### src/sv/cc20_pkg.sv
`timescale 1ns / 1ps
// ----------------------------------------------------------------------------
// ChaCha20 keystream combiner: shared package
// Configuration record, ChaCha constants, ARX step codes and register map.
// ----------------------------------------------------------------------------
package cc20_pkg;

	// Key and nonce as seen by the block engine.
	typedef struct packed {
		logic [255:0] key;
		logic [95:0]  nonce;
	} cc20_cfg_t;

	// The four "expand 32-byte k" words.
	localparam logic [31:0] SIGMA0 = 32'h6170_7865;
	localparam logic [31:0] SIGMA1 = 32'h3320_646e;
	localparam logic [31:0] SIGMA2 = 32'h7962_2d32;
	localparam logic [31:0] SIGMA3 = 32'h6b20_6574;

	// Step of a quarter round, which also fixes the rotate distance.
	localparam logic [1:0] STEP_R16 = 2'd0;
	localparam logic [1:0] STEP_R12 = 2'd1;
	localparam logic [1:0] STEP_R8  = 2'd2;
	localparam logic [1:0] STEP_R7  = 2'd3;

	// Register indexes on the configuration port.
	localparam logic [2:0] REG_KEY0     = 3'd0;
	localparam logic [2:0] REG_KEY1     = 3'd1;
	localparam logic [2:0] REG_KEY2     = 3'd2;
	localparam logic [2:0] REG_KEY3     = 3'd3;
	localparam logic [2:0] REG_NONCE_LO = 3'd4;
	localparam logic [2:0] REG_NONCE_HI = 3'd5;

endpackage

### src/sv/cc20_arx.sv
`timescale 1ns / 1ps
// ----------------------------------------------------------------------------
// ChaCha20 ARX step unit
// One add, one XOR and one fixed rotate: a quarter of a quarter round.
// ----------------------------------------------------------------------------
module cc20_arx import cc20_pkg::*; (
	input  logic [31:0] x,
	input  logic [31:0] y,
	input  logic [31:0] z,
	input  logic [1:0]  step,
	output logic [31:0] sum,
	output logic [31:0] mix
);

	logic [31:0] mixed;

	assign sum   = x + y;
	assign mixed = z ^ sum;

	always_comb begin
		unique case (step)
			STEP_R16: mix = {mixed[15:0], mixed[31:16]};
			STEP_R12: mix = {mixed[19:0], mixed[31:20]};
			STEP_R8:  mix = {mixed[23:0], mixed[31:24]};
			STEP_R7:  mix = {mixed[24:0], mixed[31:25]};
			default:  mix = mixed;
		endcase
	end

endmodule

### src/sv/cc20_core.sv
`timescale 1ns / 1ps
// ----------------------------------------------------------------------------
// ChaCha20 block engine
// Runs 20 rounds on one shared ARX unit, then adds the input state back in.
// ----------------------------------------------------------------------------
module cc20_core import cc20_pkg::*; (
	input  logic         clk,
	input  logic         arst_n,
	input  logic         start,
	input  logic [31:0]  counter,
	input  cc20_cfg_t    cfg,
	output logic         done,
	output logic [511:0] keystream
);

	localparam logic [1:0] CS_IDLE  = 2'd0;
	localparam logic [1:0] CS_ROUND = 2'd1;
	localparam logic [1:0] CS_FINAL = 2'd2;

	localparam logic [3:0] LAST_DROUND = 4'd9;
	localparam logic [4:0] LAST_CNT    = 5'd31;
	localparam logic [3:0] LAST_FIN    = 4'd15;

	logic [1:0]  state_q;
	logic [4:0]  cnt_q;     // [1:0] step, [3:2] quarter round, [4] diagonal half
	logic [3:0]  dr_q;
	logic [3:0]  fin_q;
	logic        done_q;
	logic [31:0] ctr_q;

	logic [31:0] w_q   [16];
	logic [31:0] ks_q  [16];
	logic [31:0] w_n   [16];
	logic [31:0] w_rot [16];
	logic [1:0]  amt   [4];

	logic [31:0] arx_x;
	logic [31:0] arx_y;
	logic [31:0] arx_z;
	logic [31:0] arx_sum;
	logic [31:0] arx_mix;

	function automatic logic [31:0] init_word(input logic [3:0] idx, input cc20_cfg_t c,
			input logic [31:0] ctr);
		logic [31:0] r;
		case (idx)
			4'd0:    r = SIGMA0;
			4'd1:    r = SIGMA1;
			4'd2:    r = SIGMA2;
			4'd3:    r = SIGMA3;
			4'd4:    r = c.key[31:0];
			4'd5:    r = c.key[63:32];
			4'd6:    r = c.key[95:64];
			4'd7:    r = c.key[127:96];
			4'd8:    r = c.key[159:128];
			4'd9:    r = c.key[191:160];
			4'd10:   r = c.key[223:192];
			4'd11:   r = c.key[255:224];
			4'd12:   r = ctr;
			4'd13:   r = c.nonce[31:0];
			4'd14:   r = c.nonce[63:32];
			default: r = c.nonce[95:64];
		endcase
		return r;
	endfunction

	// The unit always works on column 0 (words 0, 4, 8 and 12); the rows are
	// rotated after each quarter round so that the next column or diagonal
	// moves into that place.
	always_comb begin
		if (state_q == CS_FINAL) begin
			arx_x = w_q[0];
			arx_y = init_word(fin_q, cfg, ctr_q);
			arx_z = w_q[0];
		end else if (!cnt_q[0]) begin
			arx_x = w_q[0];
			arx_y = w_q[4];
			arx_z = w_q[12];
		end else begin
			arx_x = w_q[8];
			arx_y = w_q[12];
			arx_z = w_q[4];
		end
	end

	cc20_arx u_arx (
		.x    (arx_x),
		.y    (arx_y),
		.z    (arx_z),
		.step (cnt_q[1:0]),
		.sum  (arx_sum),
		.mix  (arx_mix)
	);

	always_comb begin
		for (int i = 0; i < 16; i++) begin
			w_n[i] = w_q[i];
		end
		if (!cnt_q[0]) begin
			w_n[0]  = arx_sum;
			w_n[12] = arx_mix;
		end else begin
			w_n[8] = arx_sum;
			w_n[4] = arx_mix;
		end
	end

	// Row r turns left by one word, or at the end of a half round also by r
	// (into diagonal order) or back by r (out of it).
	always_comb begin
		for (int r = 0; r < 4; r++) begin
			if (cnt_q[3:2] == 2'd3) begin
				amt[r] = cnt_q[4] ? 2'd1 - 2'(r) : 2'd1 + 2'(r);
			end else begin
				amt[r] = 2'd1;
			end
		end
		for (int r = 0; r < 4; r++) begin
			for (int c = 0; c < 4; c++) begin
				w_rot[4 * r + c] = w_n[{2'(r), 2'(2'(c) + amt[r])}];
			end
		end
	end

	always_ff @(posedge clk or negedge arst_n) begin
		if (!arst_n) begin
			state_q <= CS_IDLE;
			cnt_q   <= '0;
			dr_q    <= '0;
			fin_q   <= '0;
			done_q  <= 1'b0;
		end else begin
			done_q <= 1'b0;
			unique case (state_q)
				CS_IDLE: begin
					if (start) begin
						state_q <= CS_ROUND;
						cnt_q   <= '0;
						dr_q    <= '0;
					end
				end
				CS_ROUND: begin
					cnt_q <= cnt_q + 5'd1;
					if (cnt_q == LAST_CNT) begin
						if (dr_q == LAST_DROUND) begin
							state_q <= CS_FINAL;
							fin_q   <= '0;
						end else begin
							dr_q <= dr_q + 4'd1;
						end
					end
				end
				CS_FINAL: begin
					fin_q <= fin_q + 4'd1;
					if (fin_q == LAST_FIN) begin
						state_q <= CS_IDLE;
						done_q  <= 1'b1;
					end
				end
				default: state_q <= CS_IDLE;
			endcase
		end
	end

	always_ff @(posedge clk) begin
		if (state_q == CS_IDLE && start) begin
			for (int i = 0; i < 16; i++) begin
				w_q[i] <= init_word(4'(i), cfg, counter);
			end
			ctr_q <= counter;
		end else if (state_q == CS_ROUND) begin
			for (int i = 0; i < 16; i++) begin
				w_q[i] <= (cnt_q[1:0] == STEP_R7) ? w_rot[i] : w_n[i];
			end
		end else if (state_q == CS_FINAL) begin
			for (int i = 0; i < 15; i++) begin
				w_q[i]  <= w_q[i + 1];
				ks_q[i] <= ks_q[i + 1];
			end
			ks_q[15] <= arx_sum;
		end
	end

	always_comb begin
		for (int i = 0; i < 16; i++) begin
			keystream[32 * i +: 32] = ks_q[i];
		end
	end

	assign done = done_q;

endmodule

### src/sv/chacha20_keystream_xor_top.sv
`timescale 1ns / 1ps
// ----------------------------------------------------------------------------
// ChaCha20 keystream combiner, top level
// XORs each byte of a stream with the ChaCha20 (IETF) keystream.
// ----------------------------------------------------------------------------
//
//  Channel   Side      Beat contents
//  -------   -------   ---------------------------------------------------
//  s_*       input     tdata: data_byte; tuser: first (restart message)
//  m_*       output    tdata: out_byte
//  APB       config    key_part0..3, nonce_low (64-bit), nonce_high (32-bit)
//
// A byte whose keystream block is already held is accepted and then, once
// the output register is free or being emptied, combined into it. A byte
// that opens a block (position zero, or first set) waits for the block engine:
// the round work, one ARX step per cycle on the single shared adder, then
// the input state added back in. Reset clears the registers, the block counter
// and the byte position; the keystream store is not cleared, as it is always
// written before it is read. A result waiting in the output register does not
// stop the next beat being taken; only a second result then waits for it.
//
module chacha20_keystream_xor_top import cc20_pkg::*; (
	input  logic        clk,
	input  logic        arst_n,
	// Configuration port
	input  logic        psel,
	input  logic        penable,
	input  logic        pwrite,
	input  logic [5:0]  paddr,
	input  logic [63:0] pwdata,
	output logic [63:0] prdata,
	output logic        pready,
	// Input stream
	input  logic        s_tvalid,
	output logic        s_tready,
	input  logic [7:0]  s_tdata,    // [7:0] data_byte
	input  logic [0:0]  s_tuser,    // [0] first
	// Output stream
	output logic        m_tvalid,
	input  logic        m_tready,
	output logic [7:0]  m_tdata     // [7:0] out_byte
);

	localparam logic [1:0] ST_IDLE = 2'd0;
	localparam logic [1:0] ST_GEN  = 2'd1;
	localparam logic [1:0] ST_OUT  = 2'd2;

	// Configuration registers.
	logic [63:0] key0_q;
	logic [63:0] key1_q;
	logic [63:0] key2_q;
	logic [63:0] key3_q;
	logic [63:0] nonce_lo_q;
	logic [31:0] nonce_hi_q;

	logic        cfg_wr;
	cc20_cfg_t   cfg;

	// Stream control.
	logic [1:0]  state_q;
	logic [5:0]  pos_q;
	logic [31:0] ctr_q;
	logic [7:0]  data_q;
	logic        m_valid_q;
	logic [7:0]  m_data_q;

	logic        in_acc;
	logic        start_blk;
	logic [31:0] blk_ctr;
	logic        out_load;
	logic        blk_done;
	logic [511:0] keystream;
	logic [7:0]  ks_byte;

	// ------------------------------------------------------------------
	// Configuration port: always ready, written in the access phase.
	// ------------------------------------------------------------------
	assign pready = 1'b1;
	assign cfg_wr = psel & penable & pwrite & pready;

	always_ff @(posedge clk or negedge arst_n) begin
		if (!arst_n) begin
			key0_q     <= '0;
			key1_q     <= '0;
			key2_q     <= '0;
			key3_q     <= '0;
			nonce_lo_q <= '0;
			nonce_hi_q <= '0;
		end else if (cfg_wr) begin
			unique case (paddr[5:3])
				REG_KEY0:     key0_q     <= pwdata;
				REG_KEY1:     key1_q     <= pwdata;
				REG_KEY2:     key2_q     <= pwdata;
				REG_KEY3:     key3_q     <= pwdata;
				REG_NONCE_LO: nonce_lo_q <= pwdata;
				REG_NONCE_HI: nonce_hi_q <= pwdata[31:0];
				default: ;
			endcase
		end
	end

	always_comb begin
		unique case (paddr[5:3])
			REG_KEY0:     prdata = key0_q;
			REG_KEY1:     prdata = key1_q;
			REG_KEY2:     prdata = key2_q;
			REG_KEY3:     prdata = key3_q;
			REG_NONCE_LO: prdata = nonce_lo_q;
			REG_NONCE_HI: prdata = {32'd0, nonce_hi_q};
			default:      prdata = '0;
		endcase
	end

	assign cfg.key   = {key3_q, key2_q, key1_q, key0_q};
	assign cfg.nonce = {nonce_hi_q, nonce_lo_q};

	// ------------------------------------------------------------------
	// Stream control. A beat that starts a message, or lands on byte zero
	// of a block, launches the block engine with the counter for that
	// block; the stored counter then moves on to the next one.
	// ------------------------------------------------------------------
	assign s_tready  = (state_q == ST_IDLE);
	assign in_acc    = s_tvalid & s_tready;
	assign start_blk = in_acc & (s_tuser[0] | (pos_q == 6'd0));
	assign blk_ctr   = s_tuser[0] ? 32'd0 : ctr_q;

	// The byte is combined once the output register is free or being emptied.
	assign out_load  = (state_q == ST_OUT) & (~m_valid_q | m_tready);

	// Keystream byte at the current position, little endian within a word.
	assign ks_byte   = keystream[{pos_q, 3'b000} +: 8];

	cc20_core u_core (
		.clk       (clk),
		.arst_n    (arst_n),
		.start     (start_blk),
		.counter   (blk_ctr),
		.cfg       (cfg),
		.done      (blk_done),
		.keystream (keystream)
	);

	always_ff @(posedge clk or negedge arst_n) begin
		if (!arst_n) begin
			state_q   <= ST_IDLE;
			pos_q     <= '0;
			ctr_q     <= '0;
			m_valid_q <= 1'b0;
		end else begin
			unique case (state_q)
				ST_IDLE: begin
					if (in_acc) begin
						if (s_tuser[0]) begin
							pos_q <= '0;
						end
						if (start_blk) begin
							ctr_q   <= blk_ctr + 32'd1;
							state_q <= ST_GEN;
						end else begin
							state_q <= ST_OUT;
						end
					end
				end
				ST_GEN: begin
					if (blk_done) begin
						state_q <= ST_OUT;
					end
				end
				ST_OUT: begin
					if (out_load) begin
						pos_q   <= pos_q + 6'd1;
						state_q <= ST_IDLE;
					end
				end
				default: state_q <= ST_IDLE;
			endcase

			if (out_load) begin
				m_valid_q <= 1'b1;
			end else if (m_tready) begin
				m_valid_q <= 1'b0;
			end
		end
	end

	// Payload registers carry no reset.
	always_ff @(posedge clk) begin
		if (in_acc) begin
			data_q <= s_tdata;
		end
		if (out_load) begin
			m_data_q <= data_q ^ ks_byte;
		end
	end

	assign m_tvalid = m_valid_q;
	assign m_tdata  = m_data_q;

`ifndef SYNTHESIS
	// Only one beat is in work at a time.
	a_one_in_work: assert property (@(posedge clk) disable iff (!arst_n)
		in_acc |=> !s_tready)
		else $error("input beat accepted while another was in work");

	// The engine only reports a finished block while one was asked for.
	a_done_in_gen: assert property (@(posedge clk) disable iff (!arst_n)
		blk_done |-> state_q == ST_GEN)
		else $error("block engine finished with no block requested");

	// A beat at byte zero of a block always waits for a fresh block.
	a_new_block: assert property (@(posedge clk) disable iff (!arst_n)
		(in_acc && pos_q == 6'd0) |=> state_q == ST_GEN)
		else $error("byte zero of a block served without a new block");
`endif

endmodule
### config.mk
export PLATFORM = sky130hd
export DESIGN_NAME = chacha20_keystream_xor_top
export DESIGN_NICKNAME = d
export VERILOG_FILES = /design/src/sv/cc20_pkg.sv /design/src/sv/cc20_arx.sv /design/src/sv/cc20_core.sv /design/src/sv/chacha20_keystream_xor_top.sv
export SDC_FILE = /design/constraint.sdc
export NUM_CORES = 2
export LEC_CHECK = 0
export BUFFER_PORTS_ARGS = -buffer_cell sky130_fd_sc_hd__buf_2
export CAP_MARGIN = 25
export CELL_PAD_IN_SITES_DETAIL_PLACEMENT = 1
export CELL_PAD_IN_SITES_GLOBAL_PLACEMENT = 2
export CORE_ASPECT_RATIO = 1.4
export CORE_UTILIZATION = 44
export CTS_CLUSTER_DIAMETER = 100
export DETAILED_ROUTE_END_ITERATION = 6
export PLACE_DENSITY_LB_ADDON = 0.1
export SLEW_MARGIN = 0
export SYNTH_ARGS = -nofsm -noshare
export SYNTH_HDL_FRONTEND = slang
export SYNTH_HIERARCHICAL = 1
export SYNTH_SLANG_ARGS = --single-unit
export TNS_END_PERCENT = 5
### constraint.sdc
create_clock -name clk -period 22 [get_ports clk]
set_input_delay 1.1 -clock clk [delete_from_list [all_inputs] [get_ports clk]]
set_output_delay 1.1 -clock clk [all_outputs]
set_load 0.02 [all_outputs]
Word level (Yosys, flattened, before mapping)
Memory sizes are Yosys's and may differ from the RTL's.
Cells that the tools add are included.
{ "classes": {"addsub": 15, "multipliers": 0, "div_mod_pow": 0, "magnitude_cmp": 12, "n_eq_ne": 39, "n_shift": 1, "muxes": 154, "bitwise": 53, "n_reduce_logical": 24} }
{ "ops": {"columns": ["op", "count"], "rows": [
  ["$mux W32", 98],
  ["$bmux W32 S4", 12],
  ["$shiftx A512 B10 Y8", 1],
  ["$pmux W32 S15", 1],
  ["$pmux W64 S6", 1],
  ["$pmux W32 S4", 1],
  ["$ge A5 B5 Y1 const B", 12],
  ["$not A4 Y5", 8],
  ["$eq A4 B4 Y1 const B", 9],
  ["$or A1 B1 Y1", 33],
  ["$add A32 B1 Y32 const B", 1],
  ["$add A32 B32 Y32", 1],
  ["$xor A32 B32 Y32", 1],
  ["$mux W2", 13],
  ["$mux W4", 5],
  ["$not A3 Y5", 4],
  ["$mux W6", 3],
  ["$eq A4 B3 Y1 const B", 4],
  ["$pmux W4 S2", 2],
  ["$reduce_and A2 Y1", 7],
  ["$mux W1", 13],
  ["$add A2 B2 Y2 const A", 6],
  ["$ne A2 B1 Y1 const B", 6],
  ["$pmux W2 S3", 2],
  ["other kinds (27)", 54]
]} }
{ "totals": {"ff_bits": 457, "latchBits": 0, "ram_bits": 1024, "rom_bits": 0, "output_inout_bits": 75, "word_cells": 318, "memories": 2} }
{ "mem_list": {"columns": ["name", "words", "word_bits", "read_ports", "rd_clocked_by_memory_dff", "write_ports", "line_no", "rtl"], "rows": [
  ["u_core.ks_q", 16, 32, 16, 0, 16, "cc20_core.sv:32", "logic [31:0] ks_q [16];"],
  ["u_core.w_q", 16, 32, 16, 0, 16, "cc20_core.sv:31", "logic [31:0] w_q [16];"]
]} }

Longest topological paths before layout
{ "depth": {"ltp_word": 13, "ltp_mapped": 25, "depth_no_buf": 21} }

By module
Netlist, hierarchy kept.
{ "by_module_without_submodules": {"columns": ["module", "n_inst", "cells_per_inst", "area_each_um2", "seq_area_each_um2"], "rows": [
  ["cc20_core", 1, 4372, 51630.8, 32110.8],
  ["chacha20_keystream_xor_top", 1, 1778, 22444.0, 10314.9],
  ["cc20_arx", 1, 466, 3575.9, 0.0]
]} }

Worst setup path after synthesis
No wires, ideal clock.
{ "synth_timing": {"kind": "register to register", "from": "register u_core.state_q[0]", "to": "memory u_core.w_q[3][4], in the netlist u_core/w_q[0][100] (enable)", "setup_ns": 0.589, "t_arrival_ns": 19.226, "setup_slack_ns": 2.185, "stages_incl_launch_ff": 8, "synth_period_minus_slack_ns": 19.815, "path_cell_list": "dfrtp_1 > inv_1 > ha_1 > buf_2 > clkbuf_1 > clkbuf_1 > buf_2 > o31a_1"} }
{ "synth_lines": {"columns": ["element", "line_no", "rtl"], "rows": [
  ["start: declaration", "cc20_core.sv:24", "logic [1:0] state_q;"],
  ["start signal: assignment", "cc20_core.sv:127", "state_q <= CS_IDLE;"],
  ["start signal: assignment", "cc20_core.sv:137", "state_q <= CS_ROUND;"],
  ["start signal: assignment", "cc20_core.sv:146", "state_q <= CS_FINAL;"],
  ["end: declaration", "cc20_core.sv:31", null]
]} }

==> key figures <==
Layout
  – Post-Layout Cell Count: 8984
  – Area growth syn-to-layout: 11.0%
  – Final #Nets: 6676
  – Fraction of layout cells with a size suffix above 1: 0.182
  – Layout fillers: 18100
  – Post-route design area: 0.0862 mm2

Timing
  – Slew Viols, Final: 0
  – Minimum clock period: 9.16 ns
  – Final setup violation count: 0
  – RSZ-0062 raised after global routing: false
  – Fmax: 109 MHz
  – Final Skew: 0.0602 ns
  – Final period utilization: 0.416
  – Hold Fails Final Rpt: 0
  – Worst-Margin Slew: 1.26 ns
  – Setup TNS: 0 ns
  – Slew HR: 0.152

Die
  – Core Region: 0.176 mm2
  – Die footprint: 0.178 mm2
  – Row Count: 182
  – Die Width: 357 um
  – Ports: 161
  – Initial Util: 0.442
  – Die H: 499 um

Setup path
  – CP required: 22.67 ns
  – CP max-delay cell: a22oi_1
  – CP bufs+invs: 1
  – WS Path Type: register to register
  – Critical Path Stages: 18
  – CP Launch Type: register
  – Worst-path cell chain: ha_4 -> a21boi_2 -> or2_1 -> buf_4 -> o31ai_1 -> a21oi_1 -> ha_1 -> nand2_1 -> or3_1 -> a2111oi_2 -> nor3_1 -> o31ai_1 -> xor3_1 -> a21oi_1 -> a22oi_1 -> mux2i_1 -> a221o_1 -> a31oi_1
  – Delay-heaviest family, CP: compound AO/OA/AOI/OAI gates
  – CP Max Fanout: 37
  – Worst Path Arrival: 9.84 ns
  – Crit path largest cell delay: 0.98 ns
  – Cells on worst reg2reg path: 18
  – Setup crit end kind: register

Synthesis
  – Synthesized area per cell: 11.7 um2
  – Distinct cells, synth: 105
  – Share of flip-flops with an asynchronous set or reset: 0.276
  – Post-synth top flop: edfxtp_1
  – Mapped cell area: 0.0777 mm2
  – Yosys Warn Count: 6
  – Net count after synthesis: 6750
  – Number of synthesized flops with an enable pin: 1072
  – Synth Instances: 6616
  – Seq/Total Area, Yosys: 0.546
  – Yosys reg bits: 1481

Placement
  – DP Area: 0.0807 mm2
  – Detail Placement HPWL: 215000 um
  – Placed insts: 8682
  – Port Buf Inserts: 156
  – RePlAce Congestion: 0.968

Route
  – Via density: 6.76
  – Initial DRC count: 6707
  – Residual DRC count: 0
  – Final ANT Viol Nets: 0
  – Wire per inst: 37.3 um
  – Post-detailed-routing wire length: 335000 um
  – Via count: 60800
  – First-pass DRT Iterations: 6

Clocking
  – Clock Latency Late Sink: 0.86 ns
  – Clock-pin slew on the worst setup and hold paths: 0.06 ns
  – Maximum level of the CTS H-tree: 4
  – Root Driver: clkbuf_16
  – Post-CTS sizing: 0
  – Hold-fix buffers, CTS: 0
  – CTS sink count: 1481
  – Max clock buf depth: 3
  – CTS tree: done
  – Post-CTS Setup Bufs: 0
  – CTS Buf Count: 156

Global route
  – Initial antenna violation count: 37
  – Total congestion overflow: 0
  – Largest net degree at the start of global routing: 191
  – Vias in the first global route: 61900
  – First-pass GRT wire length: 469000 um
  – GRT Total Usage: 0.372

Outcome
  – Status: completed

Worst hold path
  – HP Class: primary input to asynchronous set/reset pin

Flow run
  – Max-cap violations: 0
state kept, by name, summed over array words and instances, names as in the netlist, 2 cells and up:
register and cells:
key0_q 64, nonce_lo_q 64, u_core/ks_q 512, pos_q 6, u_core/dr_q 4, u_core/ctr_q 32, u_core/state_q 2, m_tdata 8
key1_q 64, state_q 2, u_core/fin_q 4, u_core/cnt_q 5, ctr_q 32, nonce_hi_q 32, data_q 8, u_core/w_q 512
key3_q 64, key2_q 64
cell usage in the layout (no fill, tap or decap), types with 99 or more instances in the layout:
cell | synthesis | final
a211oi_1 | 99 | 99
a21oi_1 | 378 | 378
a22oi_1 | 204 | 204
buf_2 | 155 | 155
buf_4 | 19 | 148
clkbuf_16 | 0 | 163
dfrtp_1 | 409 | 402
edfxtp_1 | 1072 | 1072
mux2_2 | 465 | 465
mux2i_1 | 425 | 425
mux4_2 | 102 | 102
nand2_1 | 640 | 635
nand3_1 | 127 | 126
nor2_1 | 444 | 436
o21ai_0 | 392 | 391
o22ai_1 | 136 | 136
path summary, 6_finish.rpt:
kind	slack (ns)	start	end
setup reg to reg	12.84	u_core/fin_q[0]	u_core/w_q[0][384]
max in group asynchronous	19.48	arst_n	u_core/fin_q[3]
hold reg to reg	0.44	u_core/ks_q[1][253]	u_core/ks_q[1][221]
hold / removal	0.24	arst_n	nonce_hi_q[26]
min in group clk	0.44	u_core/ks_q[1][253]	u_core/ks_q[1][221]
setup / recovery	12.84	u_core/fin_q[0]	u_core/w_q[0][384]
area by class of cell:
type	instances	area [um2]	area share
clock buffer	225	4560	0.0529
inverter	91	354	0.00411
tap	2300	2880	0.0334
multi-input combinational	4490	32800	0.381
sequential	1481	42400	0.493
clock inverter	64	798	0.00926
timing repair buffer	322	2280	0.0265
antenna	11	27.5	0.000319
worst register-to-register path, cell delays in order (launching register included):
cell and delay (ns):
dfrtp_1 0.52, ha_4 0.70, a21boi_2 0.59, or2_1 0.46
buf_4 0.81, o31ai_1 0.14, a21oi_1 0.73, ha_1 0.61
nand2_1 0.19, or3_1 0.45, a2111oi_2 0.43, nor3_1 0.28
o31ai_1 0.54, xor3_1 0.59, a21oi_1 0.15, a22oi_1 0.98
mux2i_1 0.30, a221o_1 0.39, a31oi_1 0.18
stage by stage:
stage / hold WS [ns] / utilization / worst slack, ns
floorplan: 0.417 / - / 2.18
detailed placement: 0.429 / 0.460 / 13.28
finish: 0.242 / 0.491 / 12.84
global placement: 0.422 / 0.459 / 13.38
CTS: 0.226 / 0.490 / 13.28
global route: 0.260 / 0.491 / 12.86
synthesized netlist by cell type, types with 13 or more instances:
cell | count | share of area
edfxtp_1 | 1072 | 0.41
nand2_1 | 640 | 0.031
mux2_2 | 465 | 0.067
nor2_1 | 444 | 0.021
mux2i_1 | 425 | 0.055
dfrtp_1 | 409 | 0.13
o21ai_0 | 392 | 0.025
a21oi_1 | 378 | 0.024
clkbuf_1 | 329 | 0.016
a22oi_1 | 204 | 0.020
buf_2 | 155 | 0.010
o22ai_1 | 136 | 0.011
nand3_1 | 127 | 0.0082
mux4_2 | 102 | 0.030
a211oi_1 | 99 | 0.0096
a31oi_1 | 92 | 0.0074
nor2b_1 | 87 | 0.0070
inv_1 | 85 | 0.0041
nand2b_1 | 63 | 0.0051
a221oi_1 | 61 | 0.0069
and2_1 | 54 | 0.0044
a22o_1 | 50 | 0.0056
ha_1 | 47 | 0.0076
o211ai_1 | 43 | 0.0042
xnor2_1 | 43 | 0.0049
o2bb2ai_1 | 42 | 0.0047
o21a_1 | 41 | 0.0040
xor2_1 | 40 | 0.0045
buf_1 | 39 | 0.0019
a221o_1 | 36 | 0.0046
o311ai_0 | 32 | 0.0036
nor3_1 | 27 | 0.0017
and3_1 | 25 | 0.0020
a222oi_1 | 23 | 0.0030
o221ai_1 | 21 | 0.0024
buf_4 | 19 | 0.0018
o31ai_1 | 18 | 0.0017
a21o_1 | 16 | 0.0015
nand4_1 | 16 | 0.0013
o32ai_1 | 13 | 0.0015
layer usage:
metal / share of wire / track usage / wire [um] / vias up
met5: 0.00065 / 0 / 219 / -
met2: 0.48 / 0.606 / 160000 / 2947
met1: 0.38 / 0.458 / 127000 / 31700
li1: - / - / - / 25100
met3: 0.076 / 0.0676 / 25500 / 928
met4: 0.068 / 0.221 / 22700 / 32
cell families (layout without fill, tap and decap cells):
| kind of cell | after synthesis | in the layout | synth area share |
|---|---|---|---|
| other | 1 | 12 | 0.0000483 |
| AND/OR/NAND/NOR | 1554 | 1554 | 0.0893 |
| adder cells (fa/ha/maj) | 48 | 48 | 0.00783 |
| buffers and inverters | 645 | 702 | 0.0357 |
| XOR/XNOR | 93 | 93 | 0.0123 |
| AO/OA/AOI/OAI | 1788 | 1788 | 0.152 |
| flip-flops | 1481 | 1481 | 0.546 |
| multiplexers | 1006 | 1006 | 0.156 |
Power is left out: the tool's default activity adds up to more than one toggle a clock period on the data nets, which glitch-free logic cannot reach.
